File: src/sv/ckd_pkg.sv
`timescale 1ns / 1ps
// ----------------------------------------------------------------------------
// ckd_pkg
// Shared types and constants for the color key desaturation pipeline.
// ----------------------------------------------------------------------------
package ckd_pkg;

  localparam int unsigned CfgIdxW  = 3;
  localparam int unsigned CfgDataW = 9;

  typedef enum logic [CfgIdxW-1:0] {
    REG_KEY_RED   = 3'd0,
    REG_KEY_GREEN = 3'd1,
    REG_KEY_BLUE  = 3'd2,
    REG_RADIUS    = 3'd3,
    REG_SOFT      = 3'd4,
    REG_BYPASS    = 3'd5
  } cfg_reg_t;

  // k = up to 3*255^2 = 195075, 18 bits; k << 16 is 34 bits.
  // Its root is a 17-bit value, so the square root runs 17 cells.
  localparam int unsigned KW      = 18;
  localparam int unsigned RadW    = 34;
  localparam int unsigned RootW   = 17;
  localparam int unsigned RemW    = 19;
  // Quotient (s << 8) / radius: dividend 25 bits, quotient below 2^25.
  localparam int unsigned DivNumW = 25;
  localparam int unsigned DivDenW = 9;
  localparam int unsigned DivRemW = 10;
  localparam int unsigned PW      = 17;
  localparam logic [PW-1:0] POne  = 17'h10000;

  // Per-pixel context carried alongside the arithmetic.
  typedef struct packed {
    logic [7:0] red;
    logic [7:0] green;
    logic [7:0] blue;
    logic [7:0] alpha;
    logic [7:0] gray;
    logic       pass;   // output the pixel unchanged
    logic       to_gray; // output gray
  } pix_t;

  // Square root cell state (restoring, one result bit per cell).
  typedef struct packed {
    logic [RadW-1:0]  rad;   // remaining radicand bits, shifted left
    logic [RemW-1:0]  rem;
    logic [RootW-1:0] root;
  } sq_t;

  // Divider cell state (restoring, one quotient bit per cell).
  typedef struct packed {
    logic [DivNumW-1:0] num;  // dividend bits, shifted left; quotient fills in
    logic [DivRemW-1:0] rem;
    logic [DivDenW-1:0] den;
  } dv_t;

endpackage

File: src/sv/ckd_sqrt_cell.sv
`timescale 1ns / 1ps
// ----------------------------------------------------------------------------
// ckd_sqrt_cell
// One restoring square root step: bring down two radicand bits, try root bit.
// ----------------------------------------------------------------------------
module ckd_sqrt_cell (
  input  logic           clk,
  input  logic           rst_n,
  input  logic           vld_i,
  input  ckd_pkg::sq_t   sq_i,
  input  ckd_pkg::pix_t  pix_i,
  output logic           vld_o,
  output ckd_pkg::sq_t   sq_o,
  output ckd_pkg::pix_t  pix_o
);
  import ckd_pkg::*;

  logic          vld_r;
  sq_t           sq_r, sq_nxt;
  pix_t          pix_r;
  logic [RemW:0] trial;
  logic [RemW:0] cur;

  always_comb begin
    cur   = {sq_i.rem[RemW-2:0], sq_i.rad[RadW-1 -: 2]};
    trial = cur - {1'b0, sq_i.root, 2'b01};
    sq_nxt.rad = {sq_i.rad[RadW-3:0], 2'b00};
    if (!trial[RemW]) begin
      sq_nxt.rem  = trial[RemW-1:0];
      sq_nxt.root = {sq_i.root[RootW-2:0], 1'b1};
    end else begin
      sq_nxt.rem  = cur[RemW-1:0];
      sq_nxt.root = {sq_i.root[RootW-2:0], 1'b0};
    end
  end

  always_ff @(posedge clk) begin
    if (!rst_n) begin
      vld_r <= 1'b0;
    end else begin
      vld_r <= vld_i;
    end
    sq_r  <= sq_nxt;
    pix_r <= pix_i;
  end

  assign vld_o = vld_r;
  assign sq_o  = sq_r;
  assign pix_o = pix_r;

endmodule

File: config.mk
export PLATFORM = sky130hd
export DESIGN_NAME = ckd_sqrt_cell
export DESIGN_NICKNAME = d
export VERILOG_FILES = /design/src/sv/ckd_pkg.sv /design/src/sv/ckd_sqrt_cell.sv
export SDC_FILE = /design/constraint.sdc
export NUM_CORES = 1
export LEC_CHECK = 0
export BUFFER_PORTS_ARGS = -buffer_cell sky130_fd_sc_hd__buf_2
export CORE_ASPECT_RATIO = 0.7
export CORE_UTILIZATION = 42
export CTS_CLUSTER_SIZE = 12
export DETAILED_ROUTE_END_ITERATION = 10
export MAX_ROUTING_LAYER = met4
export PLACE_DENSITY = 0.79
export SETUP_SLACK_MARGIN = 0.02
export SYNTH_ARGS = -nofsm -noshare
export SYNTH_HDL_FRONTEND = slang
export SYNTH_SLANG_ARGS = --single-unit
File: constraint.sdc
create_clock -name clk -period 2.49 [get_ports clk]
set_input_delay 0.249 -clock clk [delete_from_list [all_inputs] [get_ports clk]]
set_output_delay 0.249 -clock clk [all_outputs]
set_load 0.03 [all_outputs]
==> impl_results.md, run 1 <==
* Synthesized cell area at between 3000 and 4000 sq um
* H-Tree Depth at 3
* CP peak stage delay at 0.32 ns
* Die Y at 79.1 um
* Clock sinks at roughly 110
* Synthesis-to-finish area growth at 65.5%
* Total GRT Usage at 0.237
* Initial antenna violation count at 0
* Failing checks: DRC
* FF+latch count, synth at 111
* CTS tree: built
* Fin util at 0.735
* Final setup violation count at 0
* Synth warn at 0
* Hold Vio Cnt, Final at 0
* Hold path depth at 1
* Fmax at between 0.4 and 0.5 GHz
* Register area share after synthesis at 0.623
* Slew Limit Fails at 0
* Crit path launch type: input port
* Hold/Removal Path Class: input port to register
* Pwr/cell area at 755 nW/um^2
* Num CTS Buffers at 9
* CORE AREA at 8040 sq um
* EDFF count, synth at 0
* Port bufs at 224
* Fin crit period at 2.06 ns
* Post-DP Area at 4870 sq um
* Final layout net count at 744
* Status: complete, but fails checks
* Die X at 112 um
* CP endpoint kind: register
* Post-layout instance area at 5910 sq um
* Drt wl/cell at between 15 and 20 um
* Die area at 8870 sq um
* Place WS at just under 0.08 ns
* Static Leak at ~0.003 uW
* Post-CTS setup repair buffer count at 0
* IO Pins at between 200 and 250
* DRC Markers at 13
* Vias in the first global route at roughly 3,400
* Worst path bufs/invs at 3
* Worst path slowest cell: ha_1
* Max-cap check violation count at 0
* Cell breakdown of the critical path: buf_2, inv_1, ha_1, a21o_1, o21bai_1, o2111ai_1, nand3b_1, a31o_2, buf_12, mux2_2
* CTS Root Cell: clkbuf_16
* Data arrival, critical path at 2.29 ns
* WP depth at 10
* FFs w/ async S/R, synth at 0
* Critical path type: input port to register
* Clock transition at path regs at 0.07 ns
* Hold path startpoint: sq_i[40]
* Worst setup path end: sq_o[28]$_DFF_P_
* Mean Syn Cell Area at 12.1 sq um
* Vias per inst at 4.74
* Row count at 27
* Largest area contributor in the synthesized netlist: dfxtp_1
* GP Congestion at 0.812
* VDD IR max at slightly below 0.7 mV
* Synth Instances at 296
* Starting Density at 0.444
* N_diodes at 0
* Post-Route WL at roughly 11 mm
* Synth area leaders: dfxtp_1 62%, ha_1 6.3%, mux2_2 4.7%, inv_1 2.5%, a21oi_1 1.7%
* DR iter-0 viols at 119
* Crit path max fanout at 17
* Area fraction of the dominant cell type after synthesis at 0.623
* Post-synthesis cell type count at 48
* First-pass GRT wire length at about 16 mm
* Top FF cell, synth: dfxtp_1
* Max Root-Sink Buffers at 2
* Final worst path period share at 0.829
* Pin count of the biggest net entering global routing at 23
* Top delay family on crit path: compound AO/OA/AOI/OAI gates
* PnR worst setup slack at 0.426 ns
* CP required at 2.72 ns
* Post-DRT Antenna Nets at 0
* Worst setup path start: sq_i[2]
* # fillers at 572
* Grt ovf at 0
* Via count at 3,397
* Unrepaired setup endpoints after global routing: false
* Final HPWL DP at 7.05 mm
* Proportion of layout cells with a drive suffix above 1 at 0.451
* 1st-pass router iterations at 9
* Setup TNS Final at 0 ns
worst min-delay path by stage:
stage and to:
2_1_floorplan pix_o[0]$_DFF_P_, 3_3_place_gp sq_o[60]$_DFF_P_, 3_5_place_dp pix_o[12]$_DFF_P_, 4_1_cts pix_o[23]$_DFF_P_, 5_1_grt sq_o[42]$_DFF_P_, 6_report sq_o[42]$_DFF_P_
power breakdown:
| group | internal [uW] | switching [uW] |
|---|---|---|
| Sequential | 1920 | 36.1 |
| Clock | 723 | 714 |
| Combinational | 441 | 620 |
metrics by stage:
stage,std cells,power [uW],hold slack (ns)
after floorplan,297,2630,0.277
after CTS,707,4460,0.0000955
after global routing,717,4650,0.00145
after detailed placement,628,2960,0.353
final,717,4460,0.0157
after global placement,628,2930,0.351
registers in the layout, indices dropped and copies added, names as in the netlist:
name   count
pix_o     42
vld_o      1
sq_o      68
per-layer routing:
layer / vias to the layer above / share of wire / track usage
li1: 1644 / - / -
met1: 1564 / 0.38 / 0.243
met2: 163 / 0.52 / 0.424
met3: 26 / 0.072 / 0.0756
met4: 0 / 0.024 / 0.0987
met5: - / 0 / -
cell usage after synthesis, types with 4 or more instances:
cell type and instances:
a21o_1 4, nor3_1 4, inv_1 24, o21ai_0 8, ha_1 18, nand3_1 4
xnor2_1 6, o211ai_1 7, o21a_1 5, nor2_1 12, buf_4 4, nand2_1 11
a21oi_1 12, dfxtp_1 111, mux2_2 15, xor2_1 5
timing repair:
item,4_1_cts,5_1_grt
endpoints found under the hold margin,63,10
resized for setup,0,0
hold buffers,63,10
setup endpoints to repair,0,0
layout make-up:
cell class | count | area (sq um) | share of cell area
clock buffer | 9 | 225 | 0.0381
inverter | 24 | 90.1 | 0.0153
multi-input combinational | 155 | 1200 | 0.203
tap | 101 | 126 | 0.0214
clock inverter | 7 | 80.1 | 0.0136
timing repair buffer | 310 | 1960 | 0.332
sequential | 111 | 2220 | 0.376
cells in the final DEF, fill, tap and decap left out, types with 7 or more instances in the layout:
cell / n
nor2_1: 12
clkbuf_16: 9
o21ai_0: 8
nand2_1: 11
buf_4: 12
a21oi_1: 12
dlygate4sd3_1: 73
ha_1: 18
buf_2: 224
o211ai_1: 7
dfxtp_1: 111
mux2_2: 15
inv_1: 24
cell families (layout without fill, tap and decap cells):
logic type | Yosys count | after routing | synth area share
flops | 111 | 111 | 0.623
compound gates | 56 | 56 | 0.110
buf+inv | 31 | 350 | 0.0421
simple gates | 49 | 49 | 0.0740
mux | 19 | 19 | 0.0600
fa+ha+maj | 18 | 18 | 0.0631
other cells | 1 | 2 | 0.00105
xor+xnor | 11 | 11 | 0.0270
Power figures use the tool's default switching activity.
==> run 2, diff against run 1 <==
- clock period: 2.49 -> 1.9 ns (I/O delays scaled with it)
==> impl_results.md, run 2 (synthesis gave the netlist of run 1 again) <==
* # fillers at 456 (was 572)
* Via count at 3,593 (was 3,397)
* Flip-flop count of the largest register after layout at 68 (unchanged)
* Pin count of the biggest net entering global routing at 21 (was 23)
* Die Y at 79.1 um (unchanged)
* IO Pins at 228 (unchanged)
* CTS tree: built (unchanged)
* CORE AREA at 8040 sq um (unchanged)
* Initial antenna violation count at 1 (was 0)
* Crit path max fanout at 4 (was 17)
* Clock transition at path regs at 0.07 ns (about the same)
* Multi-input logic area at 1440 sq um (was 1200 sq um)
* Num CTS Buffers at 9 (unchanged)
* Worst setup path start: sq_i[5] (was sq_i[2])
* Final worst path period share at 0.976
* Fin util at 0.826 (was 0.735)
* H-Tree Depth at 3 (unchanged)
* CP endpoint kind: register (unchanged)
* FF+latch area at 2220 sq um (unchanged)
* Fin crit period at 1.85 ns
* Vias in the first global route at 3,719 (was 3,361)
* Failing checks: DRC (unchanged)
* Status: complete, but fails checks (unchanged)
* Hold Vio Cnt, Final at 0 (unchanged)
* Final layout net count at 802 (was 744)
* Critical path type: input port to register (unchanged)
* Final std cells w/o fill at 776 (was 717)
* Fmax at approximately 0.54 GHz
* Vias per inst at 4.63 (was 4.74)
* DRC Markers at 14 (was 13)
* Crit path launch type: input port (unchanged)
* Starting Density at 0.444 (unchanged)
* First-pass GRT wire length at 18.2 mm (was 15.7 mm)
* Hold path startpoint: vld_i (was sq_i[40])
* Post-DP Area at 5270 sq um (was 4870 sq um)
* Slew Limit Fails at 0 (unchanged)
* Data arrival, critical path at 2.09 ns (was 2.29 ns)
* Row count at 27 (unchanged)
* Unrepaired setup endpoints after global routing: true (was false)
* Pwr/cell area at 911 nW/um^2 (was 755 nW/um^2)
* Worst Hold Slack at 0.0436 ns (was 0.0157 ns)
* CTS Root Cell: clkbuf_16 (unchanged)
* VDD IR max at 0.542 mV (was 0.676 mV)
* Total GRT Usage at 0.274 (was 0.237)
* 1st-pass router iterations at 8 (was 9)
* DR iter-0 viols at 271 (was 119)
* Most frequent cells in the layout: 221 x buf_2, 111 x dfxtp_1, 90 x dlygate4sd3_1 (was 224 x buf_2, 111 x dfxtp_1, 73 x dlygate4sd3_1)
* Post-Route WL at 11.9 mm (was 10.8 mm)
* Synthesis-to-finish area growth at 86.2% (was 65.5%)
* Post-DRT Antenna Nets at 0 (unchanged)
* Die area at 8870 sq um (unchanged)
* Static Leak at 0.00326 uW (was 0.00296 uW)
* Max Root-Sink Buffers at 2 (unchanged)
* Port bufs at 224 (unchanged)
* GP Congestion at 0.847 (was 0.812)
* Clock sinks at 111 (unchanged)
* Final HPWL DP at 7.30 mm (was 7.05 mm)
* Grt ovf at 0 (unchanged)
* Hold/Removal Path Class: input port to register (unchanged)
* Setup TNS Final at 0 ns (unchanged)
* Max-cap check violation count at 0 (unchanged)
* Final setup violation count at 0 (unchanged)
* Post-layout instance area at 6640 sq um (was 5910 sq um)
* Most common cell after layout, fill and taps aside: buf_2 (unchanged)
* Drt wl/cell at 15.3 um (was 15.1 um)
* CP required at 2.13 ns (was 2.72 ns)
* DP Cell Count at 664 (was 628)
* Proportion of layout cells with a drive suffix above 1 at 0.510 (was 0.451)
* Die X at 112 um (unchanged)
==> run 2: changes by cell type in the layout (fill, tap and decap cells not counted), moves of 3 or more <==
cell,before,now
ha_4,0,11
buf_4,12,53
inv_1,24,21
ha_1,18,7
buf_2,224,221
o2111ai_1,3,0
dlygate4sd3_1,73,90
==> run 2: path summary, 6_finish.rpt <==
path	end	slack, ns	cells after the start
setup / recovery	sq_o[33]$_DFF_P_	0.05	10
hold / removal	vld_o$_SDFF_PN0_	0.04	2
==> run 2: metrics by stage <==
step	power (uW)	worst slack (ns)
6_report	6050	0.0454
3_3_place_gp	3970	-0.427
2_1_floorplan	3490	-0.196
3_5_place_dp	4010	-0.505
5_1_grt	6310	0.00783
4_1_cts	5990	0.0216
==> run 2: where the power goes <==
part / switching (uW) / total, uW / internal (uW)
Sequential: 51.1 / 2570 / 2520
Combinational: 889 / 1630 / 745
Clock: 883 / 1840 / 959
Total: 1820 / 6050 / 4230
==> run 2: area by class of cell <==
cell class	count	area share
repair buffers	368	0.371
flip-flops and latches	111	0.335
multi-input cells	155	0.217
clock buffers	10	0.0360
well taps	101	0.0190
inverters	24	0.0143
clock inverters	6	0.00848
diodes	1	0.000377
==> run 2: what timing repair did <==
action                     4_1_cts  5_1_grt
hold endpoints to repair        89        1
pin swaps                        1       15
resized for setup                7       16
hold buffers                    89        1
buffers inserted                 0        5
setup endpoints to repair       19       19
cloned                           0        0
==> run 2: critical path, cell delays in order <==
cell	delay, ns
buf_2	0.10
inv_1	0.09
ha_4	0.21
buf_4	0.14
o21a_1	0.13
o2111ai_2	0.25
a31oi_4	0.05
or4b_4	0.52
and4_4	0.17
mux2_4	0.25
==> run 2: per-layer routing <==
layer | vias to the layer above | global-route usage | wire [um] | part of all wire
li1 | 1766 | - | - | -
met1 | 1672 | 0.291 | 4590 | 0.39
met2 | 141 | 0.513 | 6430 | 0.54
met3 | 14 | 0.0611 | 719 | 0.061
met4 | 0 | 0.0893 | 139 | 0.012
met5 | - | - | 0 | 0
