`config.mk`:
```
export PLATFORM = sky130hd
export DESIGN_NAME = ckd_div_cell
export DESIGN_NICKNAME = d
export VERILOG_FILES = /design/src/sv/ckd_pkg.sv /design/src/sv/ckd_div_cell.sv
export SDC_FILE = /design/constraint.sdc
export NUM_CORES = 1
export LEC_CHECK = 0
export BUFFER_PORTS_ARGS = -buffer_cell sky130_fd_sc_hd__buf_2
export CORE_MARGIN = 2
export CORE_UTILIZATION = 39
export CTS_CLUSTER_SIZE = 28
export DETAILED_ROUTE_END_ITERATION = 6
export PLACE_DENSITY_LB_ADDON = 0.25
export REMOVE_ABC_BUFFERS = 1
export SLEW_MARGIN = 10
export SYNTH_ARGS = -nofsm -noshare
export SYNTH_HDL_FRONTEND = slang
export SYNTH_SLANG_ARGS = --single-unit
```
`constraint.sdc`:
```
create_clock -name clk -period 2.15 [get_ports clk]
set_clock_uncertainty 0.05 [all_clocks]
set_input_delay 0.215 -clock clk [delete_from_list [all_inputs] [get_ports clk]]
set_output_delay 0.215 -clock clk [all_outputs]
set_load 0.01 [all_outputs]
```
`src/sv/ckd_pkg.sv`:
```
`timescale 1ns / 1ps
// ----------------------------------------------------------------------------
// ckd_pkg
// Shared types and constants for the color key desaturation pipeline.
// ----------------------------------------------------------------------------
package ckd_pkg;

  localparam int unsigned CfgIdxW  = 3;
  localparam int unsigned CfgDataW = 9;

  typedef enum logic [CfgIdxW-1:0] {
    REG_KEY_RED   = 3'd0,
    REG_KEY_GREEN = 3'd1,
    REG_KEY_BLUE  = 3'd2,
    REG_RADIUS    = 3'd3,
    REG_SOFT      = 3'd4,
    REG_BYPASS    = 3'd5
  } cfg_reg_t;

  // k = up to 3*255^2 = 195075, 18 bits; k << 16 is 34 bits.
  // Its root is a 17-bit value, so the square root runs 17 cells.
  localparam int unsigned KW      = 18;
  localparam int unsigned RadW    = 34;
  localparam int unsigned RootW   = 17;
  localparam int unsigned RemW    = 19;
  // Quotient (s << 8) / radius: dividend 25 bits, quotient below 2^25.
  localparam int unsigned DivNumW = 25;
  localparam int unsigned DivDenW = 9;
  localparam int unsigned DivRemW = 10;
  localparam int unsigned PW      = 17;
  localparam logic [PW-1:0] POne  = 17'h10000;

  // Per-pixel context carried alongside the arithmetic.
  typedef struct packed {
    logic [7:0] red;
    logic [7:0] green;
    logic [7:0] blue;
    logic [7:0] alpha;
    logic [7:0] gray;
    logic       pass;   // output the pixel unchanged
    logic       to_gray; // output gray
  } pix_t;

  // Square root cell state (restoring, one result bit per cell).
  typedef struct packed {
    logic [RadW-1:0]  rad;   // remaining radicand bits, shifted left
    logic [RemW-1:0]  rem;
    logic [RootW-1:0] root;
  } sq_t;

  // Divider cell state (restoring, one quotient bit per cell).
  typedef struct packed {
    logic [DivNumW-1:0] num;  // dividend bits, shifted left; quotient fills in
    logic [DivRemW-1:0] rem;
    logic [DivDenW-1:0] den;
  } dv_t;

endpackage

```
`src/sv/ckd_div_cell.sv`:
```
`timescale 1ns / 1ps
// ----------------------------------------------------------------------------
// ckd_div_cell
// One restoring division step: shift in a dividend bit, subtract if it fits.
// ----------------------------------------------------------------------------
module ckd_div_cell (
  input  logic           clk,
  input  logic           rst_n,
  input  logic           vld_i,
  input  ckd_pkg::dv_t   dv_i,
  input  ckd_pkg::pix_t  pix_i,
  output logic           vld_o,
  output ckd_pkg::dv_t   dv_o,
  output ckd_pkg::pix_t  pix_o
);
  import ckd_pkg::*;

  logic             vld_r;
  dv_t              dv_r, dv_nxt;
  pix_t             pix_r;
  logic [DivRemW:0] cur;
  logic [DivRemW:0] diff;

  always_comb begin
    cur  = {dv_i.rem, dv_i.num[DivNumW-1]};
    diff = cur - {2'b00, dv_i.den};
    dv_nxt.den = dv_i.den;
    if (cur >= {2'b00, dv_i.den}) begin
      dv_nxt.rem = diff[DivRemW-1:0];
      dv_nxt.num = {dv_i.num[DivNumW-2:0], 1'b1};
    end else begin
      dv_nxt.rem = cur[DivRemW-1:0];
      dv_nxt.num = {dv_i.num[DivNumW-2:0], 1'b0};
    end
  end

  always_ff @(posedge clk) begin
    if (!rst_n) begin
      vld_r <= 1'b0;
    end else begin
      vld_r <= vld_i;
    end
    dv_r  <= dv_nxt;
    pix_r <= pix_i;
  end

  assign vld_o = vld_r;
  assign dv_o  = dv_r;
  assign pix_o = pix_r;

endmodule

```
==> summary.md, run 1 <==
| Metric | Value |
|---|---|
| Post-placement setup slack | `54.22 ps` |
| Async SR Flop Fraction | `0%` |
| Gate Count Post-Synth | `159` |
| Dominant cells by area after synthesis | `dfxtp_1, ha_1, mux2_2` |
| Drt wl/cell | `16.99 um` |
| Synthesized area | `2308 um^2` |
| Nets | `524` |
| Worst setup margin | `67.81 ps` |
| Crit share post-route | `96.85%` |
| WHS Endpoint | `vld_o$_SDFF_PN0_` |
| Detail Route Antenna Nets | `0` |
| Detailed placement HPWL | `4829 um` |
| Xor-xnor portion of the synthesized cell area | `2.276%` |
| Layout Utilization | `73.97%` |
| Largest net degree at the start of global routing | `16` |
| Post-Synth Adder-Cell Area | `5.745%` |
| Critical path data arrival time | `2260 ps` |
| Post-synthesis simple-gate area fraction | `4.715%` |
| Hold Path Class | `in2reg` |
| Register area share after synthesis | `75.45%` |
| CTS tree | `yes` |
| Buffers on Ports | `175` |
| DRT Pass-1 Iters | `4` |
| Top-area cell type share of the netlist area | `75.45%` |
| Max cap viols | `0` |
| Combinational family with the most area after synthesis | `adder cells` |
| DRT Wirelength | `8578 um` |
| GR Overflow Total | `0` |
| DR vias | `2,231` |
| Slew headroom | `79.93%` |
| CTS Buffer Depth | `2` |
| DIE AREA | `6550 um^2` |
| DIE HEIGHT | `80.94 um` |
| Crit path required time | `2330 ps` |
| #FFs+latches synth | `87` |
| Hold Fails Final Rpt | `0` |
| Layout cell share with drive strength beyond 1 | `49.53%` |
| Vias in the first global route | `2,435` |
| Period minus WS final | `2082 ps` |
| Worst-margin pin slew | `297.2 ps` |
| Maximum VDD drop | `0.4623 mV` |
| Area Growth Syn to Fin | `86.34%` |
| Setup violations, final | `0` |
| Die width | `80.94 um` |
| Drt drc | `0` |
| Multiplexer share of the synthesized area | `4.282%` |
| Kind of critical path | `in2reg` |
| Total Routing Usage GR | `25.90%` |
| Gpl congestion | `0.8096` |
| Core area | `5816 um^2` |
| Vias per cell | `4.418` |
| CTS Buf Count | `9` |
| IO Count | `176` |
| Status | `completed` |
| Yosys Warn Count | `0` |
| Largest area contributor in the netlist | `dfxtp_1` |
| Syn avg cell area | `14.52 um^2` |
| Crit end category | `flop` |
| Max Clk Rate | `480.3 MHz` |
| Max FO, Critical Path | `2` |
| Synth unique cells | `30` |
| Top FF cell, synth | `dfxtp_1` |
| CP startpoint kind | `input port` |
| Fin area | `4302 um^2` |
| Row count | `28` |
| List of most frequent post-synthesis cells | `dfxtp_1, inv_1, ha_1` |
| Hold path depth | `2` |
| H-tree depth | `3` |
| DRT iter0 DRCs | `85` |
| Leakage power | `2.145 nW` |
| Post-DP Area | `3308 um^2` |
| Clk sink count | `87` |
| First-pass GRT wire length | `12,320 um` |
| Most frequent cell after synthesis | `dfxtp_1` |
| Compound-Gate Fraction of Synth Area | `5.583%` |
| Initial core utilization | `39.69%` |
| Antenna cells | `0` |
| Clock transition at path regs | `80 ps` |
| Max-slew violation count | `0` |
| EDFF count, synth | `0` |
| Power Density | `801.1 nW/um^2` |
| Clk root buf | `clkbuf_8` |
| Initial antenna violation count | `0` |
| Worst hold path startpoint | `rst_n` |
cells in the final DEF, fill, tap and decap left out, types with 2 or more instances in the layout:
cell           netlist  routed
a21o_1               2       2
a21o_2               3       3
a21oi_1              4       3
and3_1               2       2
buf_2                0     174
buf_4                0       3
buf_6                0       2
clkbuf_8             0       9
clkinvlp_4           0       2
dfxtp_1             87      87
dlygate4sd3_1        0      76
ha_1                 9       7
ha_2                 0       2
inv_1               12      12
inv_6                0       2
mux2_2               7       7
mux2i_1              2       2
nand2_1              4       4
nand3_1              2       2
nand4_1              2       2
nor2_1               2       2
nor3_4               1       2
xnor2_1              3       3
xor2_1               3       3
stage by stage:
step	power [mW]	instances	setup TNS (ps)	hold slack, ps
after floorplan	1.992	159	0	192.7
after global placement	2.215	413	0	267.3
after detailed placement	2.221	413	0	268.7
after CTS	3.440	505	0	1.235
after global routing	3.609	505	-7.135	8.759
final	3.446	505	0	33.20
worst max-delay path, stage by stage:
cell           delay, ps
dlygate4sd3_1        530
buf_2                110
ha_1                 160
inv_1                 50
fa_1                 410
nand3_1              130
a21oi_1              100
a211oi_2             230
xnor2_1               80
mux2_2               250
final cells by class:
type	count	area, um^2
flip-flops and latches	87	1742
repair buffers	255	1677
clock inverters	6	67.56
fillers	426	1514
clock buffers	10	127.6
well taps	75	93.84
multi-input cells	60	549.3
inverters	12	45.04
how the worst max path moves through the flow:
stage / start / endpoint / slack (ps) / cells past startpoint
after floorplan: dv_i[3] / dv_o[10]$_DFF_P_ / 240 / 7
after global placement: dv_i[8] / dv_o[11]$_DFF_P_ / 120 / 9
after detailed placement: dv_i[8] / dv_o[12]$_DFF_P_ / 50 / 9
final: dv_i[0] / dv_o[17]$_DFF_P_ / 70 / 10
after CTS: dv_i[7] / dv_o[13]$_DFF_P_ / 6 / 10
after global routing: dv_i[0] / dv_o[17]$_DFF_P_ / -7 / 10
cell families (layout without fill, tap and decap cells):
| group | Yosys count | count (layout) |
|---|---|---|
| flops | 87 | 87 |
| fa+ha+maj | 10 | 10 |
| mux | 9 | 9 |
| simple gates | 18 | 18 |
| compound gates | 17 | 17 |
| buf+inv | 12 | 283 |
| xor+xnor | 6 | 6 |
flip-flops by register name (all words and copies together) (netlist names):
signal  count
dv_o       44
pix_o      42
vld_o       1
report_power, final:
| group | internal (mW) | leakage, nW | switching, mW | total (mW) |
|---|---|---|---|---|
| sequential | 1.73 | 0.734 | 0.0326 | 1.76 |
| clock | 0.544 | 0.0933 | 0.573 | 1.12 |
| combinational | 0.315 | 1.32 | 0.255 | 0.571 |
| total | 2.58 | 2.14 | 0.861 | 3.45 |
per-layer routing:
metal	routed length, um	up-vias	track usage, %	part of all wire (%)
met1	3102	1013	26.06	36
met5	0	-	0	0
li1	-	1060	-	-
met2	4436	123	47.19	52
met3	663	35	8.111	7.7
met4	375	0	14.24	4.4
timing repair:
action,4_1_cts,5_1_grt
endpoints found under the setup margin,0,7
buffers inserted,0,1
resized for setup,0,8
endpoints found under the hold margin,76,0
hold buffers,76,0
No activity file was read; power rests on OpenSTA's default activity.
==> run 2, diff against run 1 <==
Settings changed: CORE_UTILIZATION 39 to 35.
Clock period 2.15 ns to 1.9 ns, I/O delays scaled along.
==> summary.md, run 2 (synthesis results as in run 1) <==
| Metric | Value |
|---|---|
| Status | `completed (unchanged)` |
| Critical path data arrival time | `1840 ps (was 2260 ps)` |
| Antenna cells | `0 (unchanged)` |
| Commonest non-fill, non-tap cell in the layout | `buf_2 (unchanged)` |
| CTS Buf Count | `9 (unchanged)` |
| Commonest cells after routing, fill and taps aside | `buf_2, dfxtp_1, dlygate4sd3_1 (unchanged)` |
| Drt drc | `0 (unchanged)` |
| First-pass GRT wire length | `11,390 um (was 12,320 um)` |
| Vias in the first global route | `2,279 (was 2,435)` |
| Setup violations, final | `0 (unchanged)` |
| Total Routing Usage GR | `20.92% (was 25.90%)` |
| Max-slew violation count | `0 (unchanged)` |
| Hold path depth | `2 (unchanged)` |
| Power Density | `885.7 nW/um^2 (was 801.1 nW/um^2)` |
| Row count | `29 (was 28)` |
| IO Count | `176 (unchanged)` |
| Worst hold path startpoint | `dv_i[13] (was rst_n)` |
| H-tree depth | `3 (unchanged)` |
| Max FFs per register | `44 (unchanged)` |
| Crit share post-route | `86.84%` |
| Vias per cell | `4.279 (was 4.418)` |
| Period minus WS final | `1650 ps` |
| Initial core utilization | `36.35% (was 39.69%)` |
| Slowest CP cell | `ha_1 (was dlygate4sd3_1)` |
| Crit path required time | `2090 ps (was 2330 ps)` |
| Finished Layout Cells | `519 (was 505)` |
| Post-DP Area | `3393 um^2 (was 3308 um^2)` |
| DIE AREA | `7262 um^2 (was 6550 um^2)` |
| Layout Utilization | `68.65% (was 73.97%)` |
| Layout cell share with drive strength beyond 1 | `50.00% (was 49.53%)` |
| DR vias | `2,221 (was 2,231)` |
| Nets | `536 (was 524)` |
| Max Used Layer | `met4 (unchanged)` |
| Max cap viols | `0 (unchanged)` |
| Drt wl/cell | `14.80 um (was 16.99 um)` |
| Fillers | `482 (was 426)` |
| CTS tree | `yes (unchanged)` |
| Gpl congestion | `0.7984 (was 0.8096)` |
| Fin area | `4359 um^2 (was 4302 um^2)` |
| CTS Buffer Depth | `2 (unchanged)` |
| DRT iter0 DRCs | `41 (was 85)` |
| Initial antenna violation count | `0 (unchanged)` |
| Detail Route Antenna Nets | `0 (unchanged)` |
| DIE HEIGHT | `85.22 um (was 80.94 um)` |
| Met3 WL | `611 um (was 663 um)` |
| Setup TNS Final | `0 ps (unchanged)` |
| Crit end category | `flop (unchanged)` |
| Clk root buf | `clkbuf_8 (unchanged)` |
| DRT Wirelength | `7679 um (was 8578 um)` |
| Largest net degree at the start of global routing | `19 (was 16)` |
| Placed Instances | `426 (was 413)` |
| WHS Endpoint | `dv_o[14]$_DFF_P_ (was vld_o$_SDFF_PN0_)` |
| Area Growth Syn to Fin | `88.83% (was 86.34%)` |
| Kind of critical path | `in2reg (unchanged)` |
| Register area | `1742 um^2 (unchanged)` |
| Max Clk Rate | `606.0 MHz` |
| Hold Fails Final Rpt | `0 (unchanged)` |
| Multi-input logic area | `521.8 um^2 (was 549.3 um^2)` |
| Buffers on Ports | `175 (unchanged)` |
| CP startpoint kind | `input port (unchanged)` |
| Met2 wire len | `4013 um (was 4436 um)` |
| Slew headroom | `81.31% (was 79.93%)` |
| Post-CTS resize count | `0 (unchanged)` |
| GR Overflow Total | `0 (unchanged)` |
| Clock transition at path regs | `90 ps (was 80 ps)` |
| Crit path cell chain | `buf_2 > inv_1 > ha_1 > a21o_1 > nor3_2 > o21ai_2 > nor3_4 > buf_4 > mux2_2 (was dlygate4sd3_1 > buf_2 > ha_1 > inv_1 > fa_1 > nand3_1 > a21oi_1 > a211oi_2 > xnor2_1 > mux2_2)` |
| Largest stage delay on the critical path | `340 ps (was 530 ps)` |
| Crit path launch | `dv_i[8] (was dv_i[0])` |
| Max FO, Critical Path | `5 (was 2)` |
| Clk sink count | `87 (unchanged)` |
| Detailed placement HPWL | `4816 um (was 4829 um)` |
| Worst-margin pin slew | `276.7 ps (was 297.2 ps)` |
| Core area | `6350 um^2 (was 5816 um^2)` |
| M1 wire length | `2828 um (was 3102 um)` |
| Hold Path Class | `in2reg (unchanged)` |
| RSZ-0062 raised after global routing | `no` |
| Die width | `85.22 um (was 80.94 um)` |
| Maximum VDD drop | `0.6186 mV (was 0.4623 mV)` |
| Leakage power | `2.206 nW (was 2.145 nW)` |
| DRT Pass-1 Iters | `6 (was 4)` |
## run 2: cell count changes in the layout (fill, tap and decap cells not counted), moves of 2 or more
cell        previous run  this run
buf_4                  3        15
buf_6                  2         0
clkinv_4               0         3
clkinvlp_4             2         0
ha_1                   7         9
ha_2                   2         0
## run 2: stage by stage
step           total power [mW]  worst slack, ps  hold slack, ps
2_1_floorplan             2.254            13.87           167.7
3_3_place_gp              2.535           -60.28           242.5
3_5_place_dp              2.544           -113.9           243.9
4_1_cts                   3.889            268.9           20.60
5_1_grt                   4.037            171.1           29.83
6_report                  3.861            250.0           36.11
## run 2: routing by layer
| layer | up-vias | track usage [%] |
|---|---|---|
| li1 | 1086 | - |
| met4 | 0 | 9.668 |
| met1 | 1012 | 22.61 |
| met5 | - | 0 |
| met3 | 21 | 6.420 |
| met2 | 102 | 37.22 |
## run 2: repair_timing
item                      CTS  global route
hold endpoints to repair   76             0
hold buffers               77             0
buffers inserted            0             0
## run 2: how the worst max path moves through the flow
stage                       end  slack, ps  cells past startpoint
3_3_place_gp   dv_o[10]$_DFF_P_        -60                      9
2_1_floorplan  dv_o[10]$_DFF_P_         10                      7
4_1_cts        dv_o[11]$_DFF_P_        270                      9
5_1_grt        dv_o[15]$_DFF_P_        170                      9
6_report       dv_o[15]$_DFF_P_        250                      9
3_5_place_dp   dv_o[12]$_DFF_P_       -110                      9
## run 2: report_power, final
part           internal [mW]  leakage, nW  switching, mW
clock                  0.511       0.0991          0.712
combinational          0.370         1.37          0.282
sequential              1.95        0.734         0.0335
total                   2.83         2.21           1.03
## run 2: worst max-delay path, delay by kind of cell
kind	cells	cell delay, ps
AO/OA/AOI/OAI	2	320
buffers and inverters	3	280
multiplexers	1	330
AND/OR/NAND/NOR	2	380
adder cells (fa/ha/maj)	1	340
## run 2: layout make-up
cell class	instances	share of cell area, %
Clock buffer	9	2.842
Timing Repair Buffer	267	40.36
Inverter	12	1.033
Tap cell	77	2.210
Clock inverter	7	1.636
Sequential cell	87	39.95
Multi-Input combinational cell	60	11.97
==> run 3, diff against run 2 <==
Settings changed: CORE_UTILIZATION 35 to 42.
Clock period 1.9 ns to 2 ns, I/O delays scaled along.
==> summary.md, run 3 (synthesis results as in run 1) <==
| Metric | Value |
|---|---|
| GR Overflow Total | `0 (unchanged)` |
| Vias in the first global route | `2,438 (was 2,279)` |
| CTS Buffer Depth | `2 (unchanged)` |
| Initial core utilization | `44.35% (was 36.35%)` |
| Worst setup margin | `352.3 ps (was 250.0 ps)` |
| Hold Path Class | `in2reg (unchanged)` |
| Commonest non-fill, non-tap cell in the layout | `buf_2 (unchanged)` |
| Finished Layout Cells | `502 (was 519)` |
| Leakage power | `2.159 nW (was 2.206 nW)` |
| First-pass GRT wire length | `13,030 um (was 11,390 um)` |
| Clk root buf | `clkbuf_8 (unchanged)` |
| Critical path data arrival time | `1830 ps (was 1840 ps)` |
| Crit share post-route | `82.38%` |
| Layout cell share with drive strength beyond 1 | `49.07% (was 50.00%)` |
| Detail Route Antenna Nets | `0 (unchanged)` |
| Post-CTS resize count | `0 (unchanged)` |
| DR vias | `2,267 (was 2,221)` |
| RSZ-0062 raised after global routing | `no (unchanged)` |
| Power Density | `855.3 nW/um^2 (was 885.7 nW/um^2)` |
| Postcts setup bufs | `0 (unchanged)` |
| Fillers | `321 (was 482)` |
| Maximum VDD drop | `0.5844 mV (was 0.6186 mV)` |
| DRT Pass-1 Iters | `4 (was 6)` |
| CTS Buf Count | `9 (unchanged)` |
| H-tree depth | `3 (unchanged)` |
| Die width | `78.14 um (was 85.22 um)` |
| Placed Instances | `413 (was 426)` |
| Post-placement setup slack | `8.511 ps (was -113.9 ps)` |
| Buffers on Ports | `175 (unchanged)` |
| Vias per cell | `4.516 (was 4.279)` |
| Status | `completed (unchanged)` |
| CP startpoint kind | `input port (unchanged)` |
| Period minus WS final | `1648 ps` |
| Drt drc | `0 (unchanged)` |
| DIE AREA | `6105 um^2 (was 7262 um^2)` |
| Total Routing Usage GR | `29.10% (was 20.92%)` |
| Antenna cells | `0 (unchanged)` |
| Row count | `26 (was 29)` |
| Crit path required time | `2180 ps (was 2090 ps)` |
| DRT Wirelength | `8670 um (was 7679 um)` |
| Gpl congestion | `0.8365 (was 0.7984)` |
| Worst-margin pin slew | `301.3 ps (was 276.7 ps)` |
| Max FFs per register | `44 (unchanged)` |
| Hold path depth | `2 (unchanged)` |
| Max-slew violation count | `0 (unchanged)` |
| Setup violations, final | `0 (unchanged)` |
| DRT iter0 DRCs | `72 (was 41)` |
| Crit end category | `flop (unchanged)` |
| Max Clk Rate | `606.9 MHz` |
| Max cap viols | `0 (unchanged)` |
| Max FO, Critical Path | `5 (unchanged)` |
| IO Count | `176 (unchanged)` |
| Setup TNS Final | `0 ps (unchanged)` |
| Drt wl/cell | `17.27 um (was 14.80 um)` |
| Area Growth Syn to Fin | `84.82% (was 88.83%)` |
| Nets | `528 (was 536)` |
| CTS tree | `yes (unchanged)` |
| Initial antenna violation count | `0 (unchanged)` |
| Core area | `5205 um^2 (was 6350 um^2)` |
| DIE HEIGHT | `78.14 um (was 85.22 um)` |
| Commonest cells after routing, fill and taps aside | `buf_2, dfxtp_1, dlygate4sd3_1 (unchanged)` |
| Clock transition at path regs | `80 ps (was 90 ps)` |
| Largest net degree at the start of global routing | `14 (was 19)` |
| Clk sink count | `87 (unchanged)` |
| Kind of critical path | `in2reg (unchanged)` |
| Slew headroom | `79.65% (was 81.31%)` |
| Detailed placement HPWL | `5072 um (was 4816 um)` |
| Hold Fails Final Rpt | `0 (unchanged)` |
[run 3: metrics by stage]
| step | util, % | hold WS (ps) | total power [mW] | instance area, um^2 |
|---|---|---|---|---|
| floorplan | - | 177.7 | 2.141 | 2308 |
| global placement | 64.16 | 252.1 | 2.394 | 3339 |
| detailed placement | 64.16 | 254.1 | 2.410 | 3339 |
| CTS | 81.97 | 3.699 | 3.634 | 4267 |
| global route | 81.97 | 39.81 | 3.798 | 4267 |
| finish | 81.97 | 33.87 | 3.649 | 4267 |
[run 3: cell type report]
| cell class | count | area (um^2) | area share [%] |
|---|---|---|---|
| clock buffer | 10 | 127.6 | 2.991 |
| clock inverter | 4 | 48.80 | 1.144 |
| inverter | 12 | 45.04 | 1.056 |
| multi-input combinational | 60 | 521.8 | 12.23 |
| sequential | 87 | 1742 | 40.82 |
| tap | 70 | 87.58 | 2.053 |
| timing repair buffer | 259 | 1694 | 39.71 |
[run 3: layer usage]
metal  wire (um)  track usage (%)  vias up
met1        3083            29.07     1057
met4         281            13.51        0
met2        4683            54.83      118
met5           0                0        -
met3         621            8.736       26
li1            -                -     1066
[run 3: what timing repair did]
| item | 4_1_cts | 5_1_grt |
|---|---|---|
| setup endpoints to repair | 0 | 0 |
| hold endpoints to repair | 75 | 0 |
| hold buffers | 75 | 0 |
[run 3: path summary, 6_finish.rpt]
path / from / to / slack, ps
setup / recovery: dv_i[8] / dv_o[11]$_DFF_P_ / 350
hold / removal: vld_i / vld_o$_SDFF_PN0_ / 30
[run 3: worst max-delay path: stages]
cell and delay (ps):
buf_2 90, inv_1 40, ha_1 320, a21o_1 190, nor3_2 160, o21ai_2 110, nor3_4 200, buf_4 170
mux2_2 340
[run 3: report_power, final]
group / switching [mW] / leakage (nW) / internal [mW]
Clock: 0.575 / 0.0920 / 0.563
Combinational: 0.278 / 1.33 / 0.341
Sequential: 0.0366 / 0.734 / 1.86
